===== src/hdl/hts_pkg.sv =====
// ----------------------------------------------------------------------------
// hts_pkg
// shared types and constants of the heading slew tracker: cordic angle table,
// datapath widths, queue entry layout and back end states
// ----------------------------------------------------------------------------
`default_nettype none

package hts_pkg;

    // cordic iteration count and the length of the arctangent table
    localparam int CORDIC_STEPS = 16;
    localparam int ATAN_LEN     = 24;
    localparam int CORDIC_LAST  = ((CORDIC_STEPS < ATAN_LEN) ? CORDIC_STEPS : ATAN_LEN) - 1;
    localparam int ITER_W       = $clog2(ATAN_LEN);

    typedef logic [ITER_W-1:0] t_iter;

    // arctan(2^-i) as a 32-bit turn fraction
    localparam logic [31:0] ATAN_TURNS [ATAN_LEN] = '{
        32'h20000000, 32'h12E4051E, 32'h09FB385B, 32'h051111D4,
        32'h028B0D43, 32'h0145D7E1, 32'h00A2F61E, 32'h00517C55,
        32'h0028BE53, 32'h00145F2F, 32'h000A2F98, 32'h000517CC,
        32'h00028BE6, 32'h000145F3, 32'h0000A2FA, 32'h0000517D,
        32'h000028BE, 32'h0000145F, 32'h00000A30, 32'h00000518,
        32'h0000028C, 32'h00000146, 32'h000000A3, 32'h00000051
    };

    localparam int ANGLE_W    = 16;
    localparam int COORD_W    = 16;
    localparam int DELTA_W    = COORD_W + 1;
    localparam int PRESCALE   = 24;
    // one sign bit for the negated delta, two bits of cordic gain headroom
    localparam int X_W        = DELTA_W + 1 + PRESCALE + 2;
    localparam int FACTOR_W   = 25;
    localparam int PROD_W     = ANGLE_W + FACTOR_W;
    localparam int QUEUE_DEPTH = 2;

    localparam logic [FACTOR_W-1:0] ONE_Q24     = FACTOR_W'(1) << PRESCALE;
    localparam logic [PROD_W-1:0]   ROUND_Q24   = PROD_W'(1) << (PRESCALE - 1);
    localparam logic [31:0]         HALF_TURN_Z = 32'h80000000;
    localparam logic [31:0]         Z_ROUND     = 32'h00008000;
    localparam logic [ANGLE_W-1:0]  OFFSET_RESET = 16'hC000;

    // register map, indexed by paddr[2]
    localparam logic REG_TURN_RATE      = 1'b0;
    localparam logic REG_HEADING_OFFSET = 1'b1;

    typedef enum logic [1:0] {
        AIM_ANGLE,
        AIM_ZERO,
        AIM_POINT
    } t_aim_kind;

    typedef struct packed {
        t_aim_kind                  kind;
        logic                       snap;
        logic signed [DELTA_W-1:0]  dx;
        logic signed [DELTA_W-1:0]  dy;
        logic [ANGLE_W-1:0]         target;
        logic [FACTOR_W-1:0]        factor;
    } t_entry;

    typedef enum logic [2:0] {
        S_IDLE,
        S_CORDIC,
        S_ROUND,
        S_DIFF,
        S_MUL,
        S_DONE
    } t_state;

endpackage

`default_nettype wire


===== src/hdl/hts_front.sv =====
// ----------------------------------------------------------------------------
// hts_front
// classifies an incoming transaction and prepares its queue entry: point
// deltas, aim kind and the saturated slew factor
// ----------------------------------------------------------------------------
`default_nettype none

module hts_front (
    input  wire logic                                  i_action,
    input  wire logic signed [hts_pkg::COORD_W-1:0]    i_from_x,
    input  wire logic signed [hts_pkg::COORD_W-1:0]    i_from_y,
    input  wire logic signed [hts_pkg::COORD_W-1:0]    i_to_x,
    input  wire logic signed [hts_pkg::COORD_W-1:0]    i_to_y,
    input  wire logic [hts_pkg::ANGLE_W-1:0]           i_target_angle,
    input  wire logic [15:0]                           i_frame_time,
    input  wire logic [15:0]                           i_turn_rate,
    output hts_pkg::t_entry                            o_entry
);

    logic signed [hts_pkg::DELTA_W-1:0] w_dx;
    logic signed [hts_pkg::DELTA_W-1:0] w_dy;
    logic [31:0]                        w_rate_prod;

    assign w_dx = hts_pkg::DELTA_W'(i_to_x) - hts_pkg::DELTA_W'(i_from_x);
    assign w_dy = hts_pkg::DELTA_W'(i_to_y) - hts_pkg::DELTA_W'(i_from_y);

    // Q8.8 times Q0.16 gives Q8.24
    assign w_rate_prod = {16'b0, i_turn_rate} * {16'b0, i_frame_time};

    always_comb begin
        o_entry.dx     = w_dx;
        o_entry.dy     = w_dy;
        o_entry.target = i_target_angle;
        o_entry.snap   = (i_turn_rate == '0);
        if (w_rate_prod > 32'(hts_pkg::ONE_Q24)) begin
            o_entry.factor = hts_pkg::ONE_Q24;
        end else begin
            o_entry.factor = w_rate_prod[hts_pkg::FACTOR_W-1:0];
        end
        if (i_action) begin
            o_entry.kind = hts_pkg::AIM_ANGLE;
        end else if (w_dx == '0 && w_dy == '0) begin
            o_entry.kind = hts_pkg::AIM_ZERO;
        end else begin
            o_entry.kind = hts_pkg::AIM_POINT;
        end
    end

endmodule

`default_nettype wire


===== src/hdl/hts_queue.sv =====
// ----------------------------------------------------------------------------
// hts_queue
// short fifo of prepared entries between the front end and the back end
// ----------------------------------------------------------------------------
`default_nettype none

module hts_queue (
    input  wire logic             i_clk,
    input  wire logic             i_rst_n,
    input  wire logic             i_push,
    input  wire hts_pkg::t_entry  i_entry,
    output logic                  o_full,
    output logic                  o_valid,
    input  wire logic             i_pop,
    output hts_pkg::t_entry       o_entry
);

    localparam int PTR_W = (hts_pkg::QUEUE_DEPTH > 1) ? $clog2(hts_pkg::QUEUE_DEPTH) : 1;
    localparam int CNT_W = $clog2(hts_pkg::QUEUE_DEPTH + 1);
    localparam logic [PTR_W-1:0] PTR_LAST = PTR_W'(hts_pkg::QUEUE_DEPTH - 1);
    localparam logic [CNT_W-1:0] CNT_FULL = CNT_W'(hts_pkg::QUEUE_DEPTH);

    hts_pkg::t_entry  r_mem [hts_pkg::QUEUE_DEPTH];
    logic [PTR_W-1:0] r_wr_ptr, n_wr_ptr;
    logic [PTR_W-1:0] r_rd_ptr, n_rd_ptr;
    logic [CNT_W-1:0] r_count, n_count;

    assign o_full  = (r_count == CNT_FULL);
    assign o_valid = (r_count != '0);
    assign o_entry = r_mem[r_rd_ptr];

    always_comb begin
        n_wr_ptr = r_wr_ptr;
        n_rd_ptr = r_rd_ptr;
        n_count  = r_count;
        if (i_push) begin
            n_wr_ptr = (r_wr_ptr == PTR_LAST) ? '0 : r_wr_ptr + 1'b1;
        end
        if (i_pop) begin
            n_rd_ptr = (r_rd_ptr == PTR_LAST) ? '0 : r_rd_ptr + 1'b1;
        end
        if (i_push && !i_pop) begin
            n_count = r_count + 1'b1;
        end else if (i_pop && !i_push) begin
            n_count = r_count - 1'b1;
        end
    end

    always_ff @(posedge i_clk) begin
        if (!i_rst_n) begin
            r_wr_ptr <= '0;
            r_rd_ptr <= '0;
            r_count  <= '0;
        end else begin
            r_wr_ptr <= n_wr_ptr;
            r_rd_ptr <= n_rd_ptr;
            r_count  <= n_count;
        end
    end

    always_ff @(posedge i_clk) begin
        if (i_push) begin
            r_mem[r_wr_ptr] <= i_entry;
        end
    end

endmodule

`default_nettype wire


===== src/hdl/hts_back.sv =====
// ----------------------------------------------------------------------------
// hts_back
// executes one entry at a time: iterative cordic atan2, shortest difference,
// slew multiply and heading update, with a registered result stage
// ----------------------------------------------------------------------------
`default_nettype none

module hts_back (
    input  wire logic                          i_clk,
    input  wire logic                          i_rst_n,
    input  wire logic                          i_entry_valid,
    input  wire hts_pkg::t_entry               i_entry,
    output logic                               o_pop,
    input  wire logic [hts_pkg::ANGLE_W-1:0]   i_heading_offset,
    output logic                               o_valid,
    input  wire logic                          i_ready,
    output logic [hts_pkg::ANGLE_W-1:0]        o_new_heading,
    output logic [hts_pkg::ANGLE_W-1:0]        o_aim_angle
);

    localparam int DW = hts_pkg::DELTA_W + 1;
    localparam logic signed [DW-1:0] HALF_POS = DW'(32768);
    localparam logic signed [DW-1:0] HALF_NEG = -DW'(32768);
    localparam logic signed [DW-1:0] FULL     = DW'(65536);

    hts_pkg::t_state r_state, n_state;

    logic signed [hts_pkg::X_W-1:0]      r_x, n_x;
    logic signed [hts_pkg::X_W-1:0]      r_y, n_y;
    logic [31:0]                         r_z, n_z;
    hts_pkg::t_iter                      r_iter, n_iter;
    logic [hts_pkg::ANGLE_W-1:0]         r_aim, n_aim;
    logic [hts_pkg::ANGLE_W-1:0]         r_mag, n_mag;
    logic                                r_neg, n_neg;
    logic                                r_snap, n_snap;
    logic [hts_pkg::FACTOR_W-1:0]        r_factor, n_factor;
    logic [hts_pkg::PROD_W-1:0]          r_prod, n_prod;
    logic [hts_pkg::ANGLE_W-1:0]         r_heading, n_heading;
    logic                                r_out_valid, n_out_valid;
    logic [hts_pkg::ANGLE_W-1:0]         r_out_heading, n_out_heading;
    logic [hts_pkg::ANGLE_W-1:0]         r_out_aim, n_out_aim;

    logic signed [DW-1:0]                w_ex, w_ey;
    logic signed [hts_pkg::X_W-1:0]      w_xs, w_ys;
    logic [31:0]                         w_zr;
    logic signed [DW-1:0]                w_d;
    logic [hts_pkg::PROD_W-1:0]          w_rounded;
    logic [hts_pkg::ANGLE_W-1:0]         w_step;
    logic                                w_out_free;

    assign o_valid       = r_out_valid;
    assign o_new_heading = r_out_heading;
    assign o_aim_angle   = r_out_aim;
    assign w_out_free    = !r_out_valid || i_ready;

    // shared shift-add unit, one cordic micro-rotation per cycle
    assign w_xs = r_x >>> r_iter;
    assign w_ys = r_y >>> r_iter;
    assign w_zr = r_z + hts_pkg::Z_ROUND;
    assign w_rounded = r_prod + hts_pkg::ROUND_Q24;
    assign w_step = w_rounded[hts_pkg::PRESCALE +: hts_pkg::ANGLE_W];

    always_comb begin
        // left half plane vectors are turned by a half turn first
        w_ex = DW'(i_entry.dx);
        w_ey = DW'(i_entry.dy);
        if (i_entry.dx < 0) begin
            w_ex = -w_ex;
            w_ey = -w_ey;
        end
    end

    always_comb begin
        w_d = DW'({2'b0, r_aim}) - DW'({2'b0, r_heading});
        if (w_d > HALF_POS) begin
            w_d = w_d - FULL;
        end else if (w_d < HALF_NEG) begin
            w_d = w_d + FULL;
        end
    end

    always_comb begin
        n_state       = r_state;
        n_x           = r_x;
        n_y           = r_y;
        n_z           = r_z;
        n_iter        = r_iter;
        n_aim         = r_aim;
        n_mag         = r_mag;
        n_neg         = r_neg;
        n_snap        = r_snap;
        n_factor      = r_factor;
        n_prod        = r_prod;
        n_heading     = r_heading;
        n_out_valid   = r_out_valid && !i_ready;
        n_out_heading = r_out_heading;
        n_out_aim     = r_out_aim;
        o_pop         = 1'b0;

        case (r_state)
            hts_pkg::S_IDLE: begin
                if (i_entry_valid) begin
                    o_pop    = 1'b1;
                    n_snap   = i_entry.snap;
                    n_factor = i_entry.factor;
                    n_iter   = '0;
                    n_x      = {{(hts_pkg::X_W - DW - hts_pkg::PRESCALE){w_ex[DW-1]}},
                                w_ex, {hts_pkg::PRESCALE{1'b0}}};
                    n_y      = {{(hts_pkg::X_W - DW - hts_pkg::PRESCALE){w_ey[DW-1]}},
                                w_ey, {hts_pkg::PRESCALE{1'b0}}};
                    n_z      = (i_entry.dx < 0) ? hts_pkg::HALF_TURN_Z : '0;
                    case (i_entry.kind)
                        hts_pkg::AIM_ANGLE: begin
                            n_aim   = i_entry.target;
                            n_state = hts_pkg::S_DIFF;
                        end
                        hts_pkg::AIM_ZERO: begin
                            // coincident points aim at direction zero
                            n_aim   = i_heading_offset;
                            n_state = hts_pkg::S_DIFF;
                        end
                        default: begin
                            n_state = hts_pkg::S_CORDIC;
                        end
                    endcase
                end
            end
            hts_pkg::S_CORDIC: begin
                if (!r_y[hts_pkg::X_W-1]) begin
                    n_x = r_x + w_ys;
                    n_y = r_y - w_xs;
                    n_z = r_z + hts_pkg::ATAN_TURNS[r_iter];
                end else begin
                    n_x = r_x - w_ys;
                    n_y = r_y + w_xs;
                    n_z = r_z - hts_pkg::ATAN_TURNS[r_iter];
                end
                n_iter = r_iter + 1'b1;
                if (r_iter == hts_pkg::t_iter'(hts_pkg::CORDIC_LAST)) begin
                    n_state = hts_pkg::S_ROUND;
                end
            end
            hts_pkg::S_ROUND: begin
                n_aim   = w_zr[31:16] + i_heading_offset;
                n_state = hts_pkg::S_DIFF;
            end
            hts_pkg::S_DIFF: begin
                n_neg   = w_d[DW-1];
                n_mag   = w_d[DW-1] ? hts_pkg::ANGLE_W'(-w_d) : hts_pkg::ANGLE_W'(w_d);
                n_state = hts_pkg::S_MUL;
            end
            hts_pkg::S_MUL: begin
                n_prod  = hts_pkg::PROD_W'(r_mag) * hts_pkg::PROD_W'(r_factor);
                n_state = hts_pkg::S_DONE;
            end
            hts_pkg::S_DONE: begin
                if (w_out_free) begin
                    if (r_snap) begin
                        n_heading = r_aim;
                    end else if (r_neg) begin
                        n_heading = r_heading - w_step;
                    end else begin
                        n_heading = r_heading + w_step;
                    end
                    n_out_valid   = 1'b1;
                    n_out_heading = n_heading;
                    n_out_aim     = r_aim;
                    n_state       = hts_pkg::S_IDLE;
                end
            end
            default: begin
                n_state = hts_pkg::S_IDLE;
            end
        endcase
    end

    always_ff @(posedge i_clk) begin
        if (!i_rst_n) begin
            r_state     <= hts_pkg::S_IDLE;
            r_heading   <= '0;
            r_out_valid <= 1'b0;
        end else begin
            r_state     <= n_state;
            r_heading   <= n_heading;
            r_out_valid <= n_out_valid;
        end
    end

    always_ff @(posedge i_clk) begin
        r_x           <= n_x;
        r_y           <= n_y;
        r_z           <= n_z;
        r_iter        <= n_iter;
        r_aim         <= n_aim;
        r_mag         <= n_mag;
        r_neg         <= n_neg;
        r_snap        <= n_snap;
        r_factor      <= n_factor;
        r_prod        <= n_prod;
        r_out_heading <= n_out_heading;
        r_out_aim     <= n_out_aim;
    end

endmodule

`default_nettype wire


===== src/hdl/heading_slew_tracker.sv =====
// ----------------------------------------------------------------------------
// heading_slew_tracker
// turns a stored heading toward a target angle or point direction each
// transaction, with configurable turn rate and point direction offset
// ----------------------------------------------------------------------------
// The front end classifies each input transaction and queues it (two entries)
// so new transactions are taken while the back end works or while a result
// waits on the output. The back end handles one transaction at a time: an
// angle-mode or coincident-point transaction goes through the difference,
// multiply and done states to the output register, a point-mode transaction
// first through 16 cordic micro-rotations, run one per cycle on a single
// shift-add unit, and a rounding state. turn_rate (address 0,
// Q8.8 per second, zero snaps to target) and heading_offset (address 4,
// reset 0xC000) are read back on prdata and must be written only while idle.
`default_nettype none

module heading_slew_tracker (
    input  wire logic                                  i_clk,
    input  wire logic                                  i_rst_n,
    input  wire logic                                  i_valid,
    output logic                                       o_ready,
    input  wire logic                                  i_action,
    input  wire logic signed [hts_pkg::COORD_W-1:0]    i_from_x,
    input  wire logic signed [hts_pkg::COORD_W-1:0]    i_from_y,
    input  wire logic signed [hts_pkg::COORD_W-1:0]    i_to_x,
    input  wire logic signed [hts_pkg::COORD_W-1:0]    i_to_y,
    input  wire logic [hts_pkg::ANGLE_W-1:0]           i_target_angle,
    input  wire logic [15:0]                           i_frame_time,
    output logic                                       o_valid,
    input  wire logic                                  i_ready,
    output logic [hts_pkg::ANGLE_W-1:0]                o_new_heading,
    output logic [hts_pkg::ANGLE_W-1:0]                o_aim_angle,
    input  wire logic                                  psel,
    input  wire logic                                  penable,
    input  wire logic                                  pwrite,
    input  wire logic [2:0]                            paddr,
    input  wire logic [31:0]                           pwdata,
    output logic [31:0]                                prdata,
    output logic                                       pready
);

    logic [15:0]                  r_turn_rate;
    logic [hts_pkg::ANGLE_W-1:0]  r_heading_offset;
    logic                         w_cfg_wr;
    logic                         w_push;
    logic                         w_full;
    logic                         w_q_valid;
    logic                         w_pop;
    hts_pkg::t_entry              w_front_entry;
    hts_pkg::t_entry              w_q_entry;

    assign pready   = 1'b1;
    assign w_cfg_wr = psel && penable && pwrite;
    assign prdata   = (paddr[2] == hts_pkg::REG_HEADING_OFFSET) ?
                      {16'b0, r_heading_offset} : {16'b0, r_turn_rate};

    always_ff @(posedge i_clk) begin
        if (!i_rst_n) begin
            r_turn_rate      <= '0;
            r_heading_offset <= hts_pkg::OFFSET_RESET;
        end else if (w_cfg_wr) begin
            if (paddr[2] == hts_pkg::REG_TURN_RATE) begin
                r_turn_rate <= pwdata[15:0];
            end else begin
                r_heading_offset <= pwdata[hts_pkg::ANGLE_W-1:0];
            end
        end
    end

    assign o_ready = !w_full;
    assign w_push  = i_valid && !w_full;

    hts_front u_front (
        .i_action       (i_action),
        .i_from_x       (i_from_x),
        .i_from_y       (i_from_y),
        .i_to_x         (i_to_x),
        .i_to_y         (i_to_y),
        .i_target_angle (i_target_angle),
        .i_frame_time   (i_frame_time),
        .i_turn_rate    (r_turn_rate),
        .o_entry        (w_front_entry)
    );

    hts_queue u_queue (
        .i_clk   (i_clk),
        .i_rst_n (i_rst_n),
        .i_push  (w_push),
        .i_entry (w_front_entry),
        .o_full  (w_full),
        .o_valid (w_q_valid),
        .i_pop   (w_pop),
        .o_entry (w_q_entry)
    );

    hts_back u_back (
        .i_clk            (i_clk),
        .i_rst_n          (i_rst_n),
        .i_entry_valid    (w_q_valid),
        .i_entry          (w_q_entry),
        .o_pop            (w_pop),
        .i_heading_offset (r_heading_offset),
        .o_valid          (o_valid),
        .i_ready          (i_ready),
        .o_new_heading    (o_new_heading),
        .o_aim_angle      (o_aim_angle)
    );

endmodule

`default_nettype wire


===== config.mk =====
export PLATFORM = sky130hd
export DESIGN_NAME = heading_slew_tracker
export DESIGN_NICKNAME = d
export VERILOG_FILES = /design/src/hdl/hts_pkg.sv /design/src/hdl/hts_front.sv /design/src/hdl/hts_queue.sv /design/src/hdl/hts_back.sv /design/src/hdl/heading_slew_tracker.sv
export SDC_FILE = /design/constraint.sdc
export NUM_CORES = 2
export LEC_CHECK = 0
export ABC_AREA = 1
export BUFFER_PORTS_ARGS = -buffer_cell sky130_fd_sc_hd__clkbuf_2
export CORE_MARGIN = 1.5
export CORE_UTILIZATION = 59
export CTS_CLUSTER_SIZE = 20
export DETAILED_ROUTE_END_ITERATION = 8
export PLACE_DENSITY = 0.79
export SYNTH_ARGS = -nofsm -noshare
export SYNTH_HDL_FRONTEND = slang
export SYNTH_SLANG_ARGS = --single-unit
export TNS_END_PERCENT = 10

===== constraint.sdc =====
create_clock -name i_clk -period 7.35 [get_ports i_clk]
set_clock_uncertainty 0.2 [all_clocks]
set_input_delay 1.47 -clock i_clk [delete_from_list [all_inputs] [get_ports i_clk]]
set_output_delay 1.47 -clock i_clk [all_outputs]
set_load 0.02 [all_outputs]

# Word level (Yosys, flattened, before mapping)
# Memories as Yosys holds them, arrays and structs flattened. A register that Yosys moved wholly into a read port is not among the register bits.
# Index checks and enable logic that the tools add are counted.
# classes
shifts,2
reduce_logical,30
n_bitwise,2
muxes,45
n_addsub,24
order_cmp,5
n_eq_ne,12
n_mul,2
# ops
op,n
44-bit 2-to-1 mux,4
44-bit one-hot mux with 2 select lines,2
32-bit 2-to-1 mux,5
44-bit adder,2
44-bit by 5-bit >>> shifter with 44-bit output,2
44-bit subtractor,2
16-bit 2-to-1 mux,5
18-bit 2-to-1 mux,4
16-bit one-hot mux with 2 select lines,2
32-bit one-hot mux with 2 select lines,1
16-bit by 16-bit subtractor with 17-bit output,3
40-bit by 24-bit adder with 40-bit output (second input constant),1
16-bit by 25-bit multiplier with 40-bit output,1
17-bit negator with 18-bit output,2
17-bit zero test,2
16-bit adder,2
32-bit by 16-bit adder with 32-bit output (second input constant),1
32-bit adder,1
32-bit by 25-bit > comparator with 1-bit output (second input constant),1
16-bit by 16-bit multiplier with 32-bit output,1
32-bit subtractor,1
25-bit 2-to-1 mux,1
18-bit adder (second input constant),1
18-bit by 17-bit > comparator with 1-bit output (second input constant),1
36 further kinds,74
# word_totals
output_inout_bits,67
romBits,1024
ram_bits,156
mem_count,2
regBits,312
# memory_table
name,depth,word_bits,read_ports,rd_ports_with_merged_regs,write_ports,line,source
(name not given),32,32,1,0,0,hts_back.sv:132,n_z = r_z + hts_pkg::ATAN_TURNS[r_iter];
u_queue.r_mem,2,78,1,1,1,hts_queue.sv:23,hts_pkg::t_entry r_mem [hts_pkg::QUEUE_DEPTH];

# Depth between registers and ports, before layout
# depth
ltp_word,7
mapped_depth,37

# Hierarchy
# A second synthesis with hierarchy kept.
# hier_totals
hier_cells,8570
hier_area_um2,61198.7
# modules_own_cells
module,cells_each,area_each_um2,seq_area_each_um2,instances
hts_back,6119,41254.6,7397.1,1
hts_front,1906,12273.0,0.0,1
hts_queue,278,5935.7,4784.6,1
heading_slew_tracker,267,1735.4,640.6,1

# Worst setup path before layout
# Ideal clock, no wire load.
# synth_timing
path_type,input port to flip-flop
from,input port i_frame_time[15]
to,memory u_queue.r_mem[0][10] in the netlist's numbering (data pin)
path_buffers,4
path_slack_ns,-0.274
t_arrival_ns,7.267
cell_stages,27
setup_time_ns,0.157
cell_sequence,clkbuf_1 > clkbuf_1 > nand2_1 > fa_1 > fa_1 > inv_1 > fa_1 > fa_1 > fa_1 > inv_1 > fa_1 > inv_1 > ha_1 > a21oi_1 > o21ai_0 > a21oi_1 > nand3_1 > nand2_1 > inv_1 > o21ai_0 > nand2_1 > nor2_1 > nand2_1 > or2_1 > buf_2 > buf_6 > a21oi_1
# synth_rtl
item,line,source
from (decl),heading_slew_tracker.sv:28,"input wire logic [15:0] i_frame_time,"
to (decl),hts_queue.sv:23,

==> out/results.tsv <==
stage	metric	value	unit
timing	min_period	7.04	ns
status	status	complete, but fails checks	
timing	fin_crit_sh	0.958	
synth	yosysWarningCount	0	
synth	synthArstFlopShare	0	
synth	yosysMostFrequentCell	nand2_1	
detailed_routing	routed_wl	181000	µm
detailed_routing	drt-vias-per-instance	5.74	
synth	yosysSeqAreaShare	0.214	
clocking	htreeDepth	2	
die	boundaryPins	206	
die	rows	116	
worst_setup_path	cp-end-kind	register	
worst_setup_path	r2r_cells	20	
status	failed_checks	design-rule violations	
clocking	clockRootBuffer	clkbuf_16	
clocking	cts.sinks	446	
cells_and_area	utilization	0.640	
worst_setup_path	crit_type	in2reg	
detailed_routing	drt_iter0_markers	6137	
die	die_h	322	µm
synth	ys_ff_latch	446	
timing	worstMarginPinSlew	1.21	ns
synth	synth_edf_count	389	
job	max_cap_viol_count	0	
die	die_w	322	µm
detailed_routing	ant_nets	0	
synth	synthTopCellsByArea	edfxtp_1 (19%), fa_1 (17%), nand2_1 (14%)	
worst_setup_path	cp_slowest_cell	fa_1	
worst_setup_path	worstPathRequired	7.62	ns
worst_setup_path	path_depth	31	
worst_setup_path	endpoint	u_queue.r_mem[0][10]	
timing	slew_viol_final	0	
global_route	grt_max_degree	99	
worst_setup_path	cp_num_buf_inv	10	
global_route	track_usage	0.349	
global_route	grt_overflow	0	
cells_and_area	fin_nets	9465	
cells_and_area	area_growth	7.09	%
die	start_util	0.597	
cells_and_area	nFillCells	8994	
die	core	0.100	mm²
place	post-place-ws	-0.439	ns
synth	synth_flop_cell	edfxtp_1	
timing	whs	0.255	ns
global_route	antenna_found_initial	4	
synth	synth_top_area_share	0.195	
detailed_routing	drc	2	
synth	yosys-top-cells-count	nand2_1 (2209), inv_1 (1430), nand3_1 (595)	
timing	finalSetupTns	0	ns
timing	setup_violations	0	
clocking	clk_pin_slew_worst_paths	0.06	ns
worst_setup_path	crit_path_start_kind	input port	
worst_setup_path	r2r_start	u_back.r_mag[2]	
hold_path	min_path_type	reg2reg	
worst_setup_path	reg2reg_slack	0.38	ns
worst_setup_path	r2r-end	u_back.r_prod[35]	
place	gp_congestion	1.03	
worst_setup_path	cpPeakStageDelay	0.55	ns
timing	fin_ws	0.306	ns
clocking	ctsHoldBuffers	0	
place	dp_hpwl	145000	µm
timing	fmax	142	MHz
hold_path	hold_depth	1	
detailed_routing	wire_per_inst	18.6	µm
clocking	clock_latency	0.65	ns
worst_setup_path	cp_max_fo	25	
synth	synth_area_leader_cell	edfxtp_1	
synth	syn_area_per_cell	7.22	µm²
cells_and_area	drive_gt1_frac	0.0765	
worst_setup_path	path_delay_family	adder cells	
timing	relSlewSlack	0.193	
global_route	grt_first_pass_wirelength	287000	µm
place	portBuffers	170	
die	die_area	0.104	mm²
hold_path	hp-start	u_queue.r_rd_ptr	
synth	yosysUniqueCellTypes	76	
detailed_routing	vias	56200	
detailed_routing	firstDrtPassIters	9	
clocking	numCtsBuffers	50	
clocking	cts.path.max_buffers	3	
worst_setup_path	cp.arrival	7.31	ns
worst_setup_path	crit_start	i_frame_time[4]	
synth	syn_area	0.0600	mm²
global_route	grt_pass1_vias	53600	
timing	finalHoldViolCount	0	
synth	syn-instance-count	8311	
clocking	cts_tree	yes	
==> flip-flops by register name (all words and copies together) (netlist names), 17 cells and up, named ones only <==
register / cells
u_queue.r_mem: 156
u_back.r_y: 44
u_back.r_factor: 25
u_back.r_x: 44
u_back.r_prod: 17
u_back.r_z: 32
==> logic make-up (layout without fill, tap and decap cells) <==
kind of cell               after synthesis  in the layout  synth area share
adders and majority gates              942            942             0.262
and+or+nand+nor                       3677           3677             0.258
muxes                                   10             10           0.00167
other                                    2             20          0.000125
AOI/OAI and AO/OA                     1182           1182             0.110
buffers and inverters                 1805           1900             0.119
DFF                                    446            446             0.214
xor gates and xnor gates               247            247            0.0365
==> layer usage <==
| metal | track usage | wire length, µm |
|---|---|---|
| met5 | 0 | 0 |
| met4 | 0.103 | 5820 |
| met3 | 0.0686 | 19000 |
| met2 | 0.534 | 78300 |
| met1 | 0.501 | 78300 |
==> area by class of cell <==
type	count	area, µm²	area share
Clock buffer	59	1290	0.0202
Inverter	1453	5460	0.0850
Timing Repair Buffer	358	2310	0.0360
Multi-Input combinational cell	6075	40300	0.627
Sequential cell	446	12800	0.200
Tap cell	1357	1700	0.0264
Antenna cell	3	7.51	0.000117
Clock inverter	30	355	0.00553
==> worst register-to-register path: cells and delay by family (launching register included) <==
family	cells	cell delay [ns]
adders and majority gates	7	3.47
DFF	1	1.16
and+or+nand+nor	6	1.05
AOI/OAI and AO/OA	2	0.51
buffers and inverters	4	0.26
xor gates and xnor gates	1	0.18
==> repair_timing <==
item / 4_1_cts / 5_1_grt
buffers inserted: 0 / 0
gates resized for setup: 0 / 23
endpoints found under the setup margin: 0 / 48
==> metrics by stage <==
step	std cells	cell area (µm²)
2_1_floorplan	8326	60300
4_1_cts	9778	64200
3_5_place_dp	9689	62500
3_3_place_gp	9689	62500
5_1_grt	9778	64200
6_report	9781	64300
==> how the worst min path moves through the flow <==
| stage | end | slack, ns |
|---|---|---|
| detailed placement | register | 0.24 |
| floorplan | register | 0.23 |
| global route | u_queue.r_rd_ptr | 0.29 |
| finish | u_queue.r_rd_ptr | 0.26 |
| CTS | register | 0.25 |
| global placement | u_queue.r_rd_ptr | 0.24 |
==> placed cells by master (no fill, tap or decap), types with 10 or more instances in the layout <==
cell       Yosys  routed
nand2_1     2209    2208
inv_1       1430    1427
nand3_1      595     594
nor2_1       568     564
fa_1         520     520
a21oi_1      474     453
ha_1         422     416
o21ai_0      410     408
edfxtp_1     389     389
buf_4         28     184
clkbuf_2       0     170
xor2_1       165     165
xnor2_1       80      80
nor3_1        66      63
a31oi_1       56      56
dfxtp_1       57      56
nand4_1       55      55
clkbuf_16      0      50
o21ai_1       41      41
o21a_1        39      39
or2_2         34      34
o211ai_1      32      32
a21oi_2       10      30
nand3_2       27      28
nand2_2       28      28
a21o_1        24      24
nor2_2        21      23
nor4_1        21      21
o21bai_1      20      20
nand3b_1      18      18
conb_1         2      17
clkinv_1       9      16
o31ai_1       15      15
inv_2         12      15
o21ai_2        9      11
a21boi_0      11      10
mux2i_1       10      10
Power is not shown: default switching activity piles up to over one toggle a cycle in this logic, so the estimate is an artifact.
